[src/rtl/core/udpdmx_pkg.sv]
// Package with command, status, state and payload types of the UDP port demultiplexer.
`default_nettype none
package udpdmx_pkg;

    typedef enum logic [1:0] {
        CMD_BIND  = 2'd0,
        CMD_FRAME = 2'd1,
        CMD_RECV  = 2'd2,
        CMD_NONE  = 2'd3
    } cmd_t;

    typedef enum logic [3:0] {
        ST_OK     = 4'd0,
        ST_FULL   = 4'd1,
        ST_NOSOCK = 4'd2,
        ST_EMPTY  = 4'd3,
        ST_SHORT  = 4'd4,
        ST_NOTUDP = 4'd5,
        ST_BADLEN = 4'd6,
        ST_QFULL  = 4'd7,
        ST_ARP    = 4'd8,
        ST_OTHER  = 4'd9
    } status_t;

    localparam logic [15:0] TYPE_IP   = 16'h0800;
    localparam logic [15:0] TYPE_ARP  = 16'h0806;
    localparam logic [7:0]  PROTO_UDP = 8'd17;
    localparam logic [12:0] LEN_ARP   = 13'd42;
    localparam logic [12:0] LEN_IP    = 13'd34;
    localparam logic [12:0] LEN_UDP   = 13'd42;
    localparam logic [15:0] UDP_HDR   = 16'd8;

    // Bits of the buffer handle kept in a queued descriptor.
    localparam int BUFFER_ID_BITS = 8;

    typedef struct packed {
        logic [1:0]  cmd;
        logic [15:0] port;
        logic [12:0] frame_len;
        logic [15:0] eth_type;
        logic [7:0]  ip_proto;
        logic [15:0] udp_dest_port;
        logic [15:0] udp_src_port;
        logic [15:0] udp_length;
        logic [31:0] source_ip;
        logic [7:0]  buffer_id;
        logic [15:0] max_len;
    } in_item_t;

    typedef struct packed {
        logic [3:0]  status;
        logic [31:0] out_src_ip;
        logic [15:0] out_src_port;
        logic [15:0] xfer_len;
        logic [7:0]  out_buffer_id;
    } out_item_t;

    typedef enum logic [2:0] {
        S_IDLE,
        S_SCAN,
        S_ACT,
        S_READ,
        S_OUT
    } state_t;

    // Controller to datapath.
    typedef struct packed {
        logic load;
        logic scan_clear;
        logic scan_step;
        logic act;
        logic rd_issue;
        logic rd_finish;
        logic out_take;
    } dp_cmd_t;

    // Datapath to controller.
    typedef struct packed {
        logic scan_done;
        logic need_read;
        logic out_valid;
    } dp_stat_t;

endpackage
`default_nettype wire

[src/rtl/core/udpdmx_ctrl.sv]
// Controller state machine sequencing scan, update, queue read and result delivery.
`default_nettype none
module udpdmx_ctrl (
    input  wire logic                  clk,
    input  wire logic                  rst_n,
    input  wire logic                  in_valid,
    output logic                       in_ready,
    input  wire logic                  out_ready,
    input  wire udpdmx_pkg::dp_stat_t  stat,
    output udpdmx_pkg::dp_cmd_t        cmd
);
    import udpdmx_pkg::*;

    state_t state_reg, state_next;

    always_ff @(posedge clk or negedge rst_n) begin
        if (!rst_n)
        begin
            state_reg <= S_IDLE;
        end
        else
        begin
            state_reg <= state_next;
        end
    end

    always_comb begin
        state_next = state_reg;
        cmd        = '0;
        in_ready   = 1'b0;
        cmd.out_take = stat.out_valid && out_ready;
        unique case (state_reg)
            S_IDLE:
            begin
                // A new item may enter once the previous result has been taken or is leaving.
                in_ready = !stat.out_valid || out_ready;
                if (in_valid && in_ready)
                begin
                    cmd.load       = 1'b1;
                    cmd.scan_clear = 1'b1;
                    state_next     = S_SCAN;
                end
            end
            S_SCAN:
            begin
                cmd.scan_step = 1'b1;
                if (stat.scan_done)
                begin
                    state_next = S_ACT;
                end
            end
            S_ACT:
            begin
                cmd.act = 1'b1;
                if (stat.need_read)
                begin
                    cmd.rd_issue = 1'b1;
                    state_next   = S_READ;
                end
                else
                begin
                    state_next = S_OUT;
                end
            end
            S_READ:
            begin
                cmd.rd_finish = 1'b1;
                state_next    = S_OUT;
            end
            S_OUT:
            begin
                state_next = S_IDLE;
            end
            default:
            begin
                state_next = S_IDLE;
            end
        endcase
    end
endmodule
`default_nettype wire

[config.mk]
export PLATFORM = sky130hd
export DESIGN_NAME = udpdmx_ctrl
export DESIGN_NICKNAME = d
export VERILOG_FILES = /design/src/rtl/core/udpdmx_pkg.sv /design/src/rtl/core/udpdmx_ctrl.sv
export SDC_FILE = /design/constraint.sdc
export NUM_CORES = 1
export LEC_CHECK = 0
export BUFFER_PORTS_ARGS = -buffer_cell sky130_fd_sc_hd__buf_2
export CAP_MARGIN = 20
export CORE_AREA = 2 2 39 41
export CTS_CLUSTER_SIZE = 12
export DETAILED_ROUTE_END_ITERATION = 8
export DIE_AREA = 0 0 41 43
export PLACE_DENSITY_LB_ADDON = 0.08
export SYNTH_ARGS = -nofsm -noshare
export SYNTH_HDL_FRONTEND = slang
export SYNTH_SLANG_ARGS = --single-unit
[constraint.sdc]
create_clock -name clk -period 1.1 [get_ports clk]
set_input_delay 0.22 -clock clk [delete_from_list [all_inputs] [get_ports clk]]
set_output_delay 0.22 -clock clk [all_outputs]
set_load 0.02 [all_outputs]
==> results of run 1 <==
==> logic make-up (layout without fill, tap and decap cells) <==
kind of cell,count (synthesis),count (layout),synth area share (%)
AOI/OAI and AO/OA,4,4,19.1
buffers and inverters,4,32,9.56
DFF,3,3,38.2
and+or+nand+nor,12,12,33.1
==> cell usage in the layout, fill, tap and decap left out, drive strengths merged <==
cell / count
or3: 1
nor3: 1
nand2b: 1
buf: 24
a2111o: 1
nor2b: 2
and2: 2
a2111oi: 1
nand3b: 1
nand2: 1
a31oi: 1
nor2: 3
dfrtp: 3
inv: 3
clkbuf: 4
dlygate4sd3: 1
a21oi: 1
==> worst paths after layout <==
check / from / end / slack [ps]
worst min-delay path: stat[2] / state_reg[0] / 280
min in group asynchronous: rst_n / state_reg[2] / 310
worst max-delay path: state_reg[0] / cmd[6] / -410
worst max register to register: state_reg[0] / state_reg[0] / -70
worst min register to register: state_reg[2] / state_reg[1] / 690
max in group asynchronous: rst_n / state_reg[0] / 680
==> cell usage after synthesis <==
| cell | instances |
|---|---|
| a31oi_1 | 1 |
| nand2b_1 | 1 |
| and2_1 | 2 |
| nand2_1 | 1 |
| a21oi_1 | 1 |
| buf_4 | 1 |
| or3_1 | 1 |
| a2111oi_2 | 1 |
| inv_2 | 1 |
| nor3_1 | 1 |
| a2111o_1 | 1 |
| nor2_1 | 3 |
| inv_1 | 2 |
| dfrtp_1 | 3 |
| nor2b_1 | 2 |
| nand3b_1 | 1 |
==> through the flow <==
| step | hold slack (ps) | instances | worst slack [ps] |
|---|---|---|---|
| 6_report | 280 | 67 | -411 |
| 5_1_grt | 301 | 67 | -472 |
| 4_1_cts | 277 | 66 | -427 |
| 3_5_place_dp | 16.0 | 60 | -194 |
| 3_3_place_gp | 14.0 | 60 | -181 |
| 2_1_floorplan | -75.6 | 23 | -421 |
==> metal layers <==
| layer | GRT usage, % | vias to the layer above | wire (um) | share of wire (%) |
|---|---|---|---|---|
| met5 | 0 | - | 0 | 0 |
| li1 | - | 133 | - | - |
| met4 | 10.0 | 0 | 16 | 2.5 |
| met1 | 9.42 | 127 | 220 | 34 |
| met3 | 3.14 | 2 | 45 | 6.9 |
| met2 | 13.8 | 11 | 370 | 57 |
==> repair_timing <==
action | CTS | global route
pin swaps | 3 | 0
resized for setup | 15 | 7
endpoints found under the hold margin | 3 | 0
endpoints found under the setup margin | 8 | 9
hold buffers | 1 | 0
gates cloned | 0 | 0
setup buffers | 1 | 1
==> report_power, final <==
part / leakage, nW / total (mW) / internal, mW / switching [mW]
Clock: 0.0150 / 0.196 / 0.136 / 0.0597
Combinational: 0.183 / 0.882 / 0.465 / 0.416
Sequential: 0.0382 / 0.211 / 0.160 / 0.0518
Total: 0.236 / 1.29 / 0.761 / 0.528
==> worst max-delay path: stages (launching register included) <==
cell	delay, ps
dfrtp_2	410
a2111oi_4	330
and2_4	200
buf_6	110
==> final cells by class <==
type,instances,area share (%)
Tap cell,16,4.11
Clock buffer,4,5.40
Timing Repair Buffer,25,39.8
Multi-Input combinational cell,16,32.6
Sequential cell,3,15.7
Inverter,3,2.31
==> reports/qor.yml, run 1 <==
hold_path_class: "input port to flop"
power_density_mw_per_mm2: 2650
drcViolationCount: 0
violations: "setup timing"
die_w_um: 41
clk_latency_ps: 230
finalMaxSlewViolations: 0
dr.pass1.iters: 2
area_growth_pct: 148
coreArea_mm2: 0.00138
finalSetupTns_ps: -2350
worstSetupPathType: "flop to output port"
synthCells: 23
seq_area_um2: 76.3
die-area_mm2: 0.00176
cts_sinks: 3
num_rows: 14
dpl_cell_area_um2: 357
avgSynthCellArea_um2: 8.54
period_needed_ps: 1510
status: "finished with violations"
largest_reg_flops: 3
ios: 15
max_slew_margin_pct: 82.7
gp_congestion: 0.666
io_buffers: 14
clock.fmax_mhz: 662
die_h_um: 43
post-route-period-util_pct: 137
drtIter0Drc: 1
ys_warn_count: 0
wl_um: 652
setup.worst_path.start_class: "flop"
finalHoldViolCount: 0
tightestPinTransition_ps: 260
post_route_cells_drive_above_1_share_pct: 72.5
multi_input_area_um2: 159
vias: 273
fin_total_pwr_mw: 1.29
fin_skew_ps: 1.30
grt_overflow: 0
crit_fanout: 2
wl_per_cell_um: 9.73
clockBufferDepth: 2
grt_max_degree: 7
cts_buffers: 3
setup_viol: 8
synthDistinctLibCells: 16
ant_nets: 0
antenna_found_initial: 0
leakagePower_nw: 0.236
start_util_pct: 14.2
maxCapViolCount: 0
synth_area_leaders: "dfrtp_1 (38%), a2111oi_2 (7.6%), and2_1 (6.4%), nor2b_1 (6.4%), a2111o_1 (5.7%)"
clkSlewWorstSetupHoldPaths_ps: 40
grt_setup_unrepaired: "true"
hold_path_depth: 3
grt_pass1_wl_mm: 1.04
detailed_place_hpwl_um: 468
rr_worst_depth: 4
ys_seq_elements: 3
antenna_cells: 0
fin_area_um2: 487
cts_root_buf: "clkbuf_4"
grt_usage_pct: 9.47
synth_fp_nets: 30
worst_ep_required_time_ps: 880
endpoint_kind: "output port"
fin_nets: 59
grt_pass1_vias: 264
cts_tree: "done"
syn-cell-area_um2: 196
fillCellCount: 155
htree_levels: 1
detail_route.vias_per_cell: 4.07
utilization_pct: 35.2
synth_top_area_cell: "dfrtp_1"
finalWorstSetupSlack_ps: -411
yosysTopAreaCellShare_pct: 38.2
ir_drop_uv: 939
arrival_ps: 1290
ys_seq_area_share_pct: 38.2
Note: power is estimated with default switching activity, not from simulation.
==> run 2, diff against run 1 <==
--- a/config.mk
+++ b/config.mk
@@ -11,6 +11,7 @@
 export CTS_CLUSTER_SIZE = 12
 export DETAILED_ROUTE_END_ITERATION = 8
 export DIE_AREA = 0 0 41 43
+export GPL_TIMING_DRIVEN = 0
 export PLACE_DENSITY_LB_ADDON = 0.08
 export SYNTH_ARGS = -nofsm -noshare
 export SYNTH_HDL_FRONTEND = slang
==> constraint.sdc (replaced) <==
create_clock -name clk -period 1.7 [get_ports clk]
set_input_delay 0.34 -clock clk [delete_from_list [all_inputs] [get_ports clk]]
set_output_delay 0.34 -clock clk [all_outputs]
set_load 0.02 [all_outputs]
==> reports/qor.yml, run 2 (synthesized netlist as in run 1, its figures left out) <==
status: "finished with violations"
violations: "setup timing"
coreArea_mm2: 0.00138
grt_max_degree: 8
slowest_stage: "dfrtp_2"
clk_latency_ps: 230
die_w_um: 41
fillCellCount: 158
cts_sinks: 3
power.switching_mw: 0.271
clockPowerShare_pct: 19.3
p_int_mw: 0.372
ant_nets: 0
grt_usage_pct: 7.34
p_sw_share_pct: 42.2
post-place-ws_ps: 74.9
wl_met2_um: 302
fin_skew_ps: 2.96
largest_reg_flops: 3
endpoint_kind: "output port"
grt_setup_unrepaired: "true"
cp_common_cell: "buf_6"
die-area_mm2: 0.00176
post_route_cells_drive_above_1_share_pct: 61.4
wl_um: 548
clockBufferDepth: 2
dpl_cell_area_um2: 300
cts_tree: "done"
period_needed_ps: 1710
wl_met1_um: 202
leakagePower_nw: 0.185
setup.worst_path.start_class: "flop"
top_layer: "met3"
gp_congestion: 0.663
drtIter0Drc: 1
die_h_um: 43
power_density_mw_per_mm2: 1740
final_common_cell: "buf_2"
r2r_slack_ps: 500
cts_root_buf: "clkbuf_4"
worstSetupPathType: "flop to output port"
final_cell_mix: "buf_2 (13), nor2_1 (3), clkbuf_4 (3), dfrtp_2 (3)"
num_rows: 14
post-route-period-util_pct: 100
antenna_cells: 0
area_growth_pct: 87.9
finalMaxSlewViolations: 0
hold_path_class: "input port to flop"
max_stage_delay_ps: 420
maxCapViolCount: 0
cts_buffers: 3
finalHoldViolCount: 0
grt_pass1_wl_um: 800
met3RoutedLength_um: 43
clkSlewWorstSetupHoldPaths_ps: 40
grt_overflow: 0
seqPwrFrac_pct: 22.6
wl_per_cell_um: 9.13
detailed_place_hpwl_um: 417
crit_fanout: 2
fin_area_um2: 369
tightestPinTransition_ps: 272
vias: 231
dr.pass1.iters: 4
arrival_ps: 1370
comb_power_share_pct: 58.2
fin_nets: 52
drcViolationCount: 0
clock.fmax_mhz: 586
ir_drop_uv: 470
detail_route.vias_per_cell: 3.85
max_slew_margin_pct: 81.9
start_util_pct: 14.2
htree_levels: 1
io_buffers: 14
finalWorstSetupSlack_ps: -7.05
setup_viol: 1
grt_pass1_vias: 217
path_cells: "a2111oi_4 -> and2_4 -> buf_6 -> buf_6"
ios: 15
worst_ep_required_time_ps: 1360
antenna_found_initial: 0
run 2: metrics by stage:
stage	utilization [%]	setup TNS [ps]	hold WS (ps)	cells	power, mW
after floorplan	-	0	44.4	23	0.363
after global placement	21.7	0	137	53	0.460
after detailed placement	21.7	0	137	53	0.459
after CTS	25.9	-47.2	396	59	0.643
after global routing	26.7	-93.9	431	60	0.695
final	26.7	-7.05	401	60	0.643
run 2: critical path, delay by kind of cell (launching register included):
kind / cells / cell delay [ps]
AND/OR/NAND/NOR: 1 / 200
flip-flops: 1 / 420
AO/OA/AOI/OAI: 1 / 340
buffers and inverters: 2 / 180
run 2: layer usage:
metal  vias to the layer above  GRT usage, %
met5                         -             0
met4                         0          10.0
met3                         0          1.57
met2                         7          10.6
met1                       104          6.80
li1                        120             -
run 2: path summary, 6_finish.rpt:
| kind | from | to | depth (start not counted) |
|---|---|---|---|
| min in group asynchronous | rst_n | state_reg[0] | 2 |
| max in group asynchronous | rst_n | state_reg[2] | 2 |
| worst max register to register | state_reg[0] | state_reg[0] | 4 |
| worst min register to register | state_reg[2] | state_reg[0] | 1 |
| worst max-delay path | state_reg[0] | cmd[6] | 4 |
| worst min-delay path | stat[2] | state_reg[1] | 3 |
run 2: power by group through the flow:
stage                     sequential (mW)  clock (mW)  combinational (mW)
final                               0.145       0.124               0.374
after CTS                           0.155       0.133               0.354
after detailed placement            0.163           0               0.296
after global routing                0.149       0.136               0.410
after floorplan                     0.150           0               0.212
after global placement              0.164           0               0.296
run 2: final cells by class:
cell class | count | area (um^2) | area share, %
multi-input combinational | 16 | 120 | 32.5
clock buffer | 4 | 26.3 | 7.12
sequential | 3 | 78.8 | 21.4
inverter | 3 | 11.3 | 3.05
tap | 16 | 20.0 | 5.42
buffer | 1 | 11.3 | 3.05
timing repair buffer | 17 | 101 | 27.5
run 2: repair_timing:
action                                  CTS  global route
setup buffers                             1             1
hold buffers                              1             0
endpoints found under the setup margin    2             3
gates resized for setup                   7             1
hold endpoints to repair                  3             0
pin swaps                                 2             1
gates cloned                              0             0
==> run 3, diff against run 2 <==
--- a/config.mk
+++ b/config.mk
@@ -11,8 +11,10 @@
 export CTS_CLUSTER_SIZE = 12
 export DETAILED_ROUTE_END_ITERATION = 8
 export DIE_AREA = 0 0 41 43
+export GPL_ROUTABILITY_DRIVEN = 0
 export GPL_TIMING_DRIVEN = 0
 export PLACE_DENSITY_LB_ADDON = 0.08
+export SKIP_CTS_REPAIR_TIMING = 1
 export SYNTH_ARGS = -nofsm -noshare
 export SYNTH_HDL_FRONTEND = slang
 export SYNTH_SLANG_ARGS = --single-unit
==> constraint.sdc (replaced) <==
create_clock -name clk -period 1.5 [get_ports clk]
set_input_delay 0.3 -clock clk [delete_from_list [all_inputs] [get_ports clk]]
set_output_delay 0.3 -clock clk [all_outputs]
set_load 0.02 [all_outputs]
==> reports/qor.yml, run 3 (synthesized netlist as in run 1, its figures left out) <==
grt_max_degree: 8
crit_fanout: 3
ios: 15
grt_use_met1_pct: 7.47
die-area_mm2: 0.00176
maxCapViolCount: 0
antenna_cells: 0
wl_um: 523
antenna_found_initial: 0
top_usage_layer: "met2"
post-place-ws_ps: -62.1
cts_buffers: 3
final_common_cell: "buf_2"
worst_ep_required_time_ps: 1200
setup_viol: 4
path_cells: "a2111oi_4 -> and2_4 -> buf_6 -> buf_6"
dr.pass1.iters: 1
post_route_cells_drive_above_1_share_pct: 58.1
setup.worst_path.start_class: "flop"
finalHoldViolCount: 0
finalMaxSlewViolations: 0
worstSetupPathType: "flop to output port"
cts_sinks: 3
grt_overflow: 0
cp_common_cell: "buf_6"
max_stage_delay_ps: 420
endpoint_kind: "output port"
grt_usage_pct: 7.85
cp_top_family: "flip-flops"
period_needed_ps: 1670
slowest_stage: "dfrtp_2"
max_slew_margin_pct: 81.5
rr_worst_depth: 4
grt_pass1_vias: 220
gr-usage-met3_pct: 3.14
fillCellCount: 162
fin_nets: 51
clockBufferDepth: 2
final_cells: 59
drtIter0Drc: 0
area_growth_pct: 87.3
arrival_ps: 1370
coreArea_mm2: 0.00138
placed_cells: 53
largest_reg_flops: 3
io_buffers: 14
clkSlewWorstSetupHoldPaths_ps: 40
die_w_um: 41
utilization_pct: 26.6
clk_latency_ps: 230
vias: 227
r2r_slack_ps: 280
met2_usage_pct: 10.6
leakagePower_nw: 0.185
cp_num_buf_inv: 2
post-route-period-util_pct: 112
die_h_um: 43
r2r_start: "state_reg[0]"
crit_cells: 4
cts_tree: "done"
timing.rr.end: "state_reg[0]"
grt_pass1_wl_um: 848
multi_input_area_um2: 125
status: "finished with violations"
detail_route.vias_per_cell: 3.85
ant_nets: 0
final_cell_mix: "buf_2 (12), nor2_1 (3), clkbuf_4 (3)"
wl_per_cell_um: 8.86
hold_path_class: "input port to flop"
drcViolationCount: 0
tightestPinTransition_ps: 278
detailed_place_hpwl_um: 424
fin_skew_ps: 2.78
htree_levels: 1
finalWorstSetupSlack_ps: -175
crit_end: "cmd[6]"
ir_drop_uv: 585
num_rows: 14
setup.worst_path.start: "state_reg[0]"
violations: "setup timing"
grt_setup_unrepaired: "true"
power_density_mw_per_mm2: 1950
seq_area_um2: 77.6
cts_root_buf: "clkbuf_4"
start_util_pct: 14.2
clock.fmax_mhz: 597
## run 3: changes by cell type in the layout (fill, tap and decap cells not counted)
cell,before,now
buf_2,13,12
dfrtp_1,0,1
dfrtp_2,3,2
nor2b_2,1,0
nor2b_4,0,1
## run 3: where the power goes
group,internal (mW),leakage [nW],switching (mW)
sequential,0.119,0.0367,0.0562
clock,0.0996,0.0150,0.0407
combinational,0.193,0.134,0.209
total,0.412,0.185,0.306
## run 3: tightest hold or removal path: stages
cell      delay, ps
buf_2           100
nand3b_1         70
a21oi_1          60
## run 3: worst min-delay path by stage
stage                        from           end  slack (ps)  cells after the start
after global routing      stat[2]  state_reg[1]         370                      3
after detailed placement    rst_n  state_reg[0]         100                      1
after CTS                   rst_n  state_reg[1]        -160                      1
final                     stat[2]  state_reg[1]         350                      3
after floorplan             rst_n  state_reg[0]           4                      0
after global placement      rst_n  state_reg[0]         100                      1
## run 3: cell type report
class	instances	area share (%)
Multi-Input combinational cell	16	34.0
Clock buffer	4	7.14
Inverter	3	3.06
Timing Repair Buffer	16	26.2
Tap cell	16	5.44
Buffer	1	3.06
Sequential cell	3	21.1
## run 3: per-layer routing
layer	vias up	wire, um
li1	117	-
met1	102	208
met2	8	282
met3	0	32
met4	0	0
met5	-	0
## run 3: stage by stage
step	total power, mW	TNS (ps)	instance area (um^2)	hold WS [ps]
2_1_floorplan	0.424	-101	215	4.41
3_3_place_gp	0.534	-23.9	305	96.7
3_5_place_dp	0.531	-62.1	305	97.1
4_1_cts	0.681	-567	332	-156
5_1_grt	0.775	-632	368	373
6_report	0.718	-344	368	345
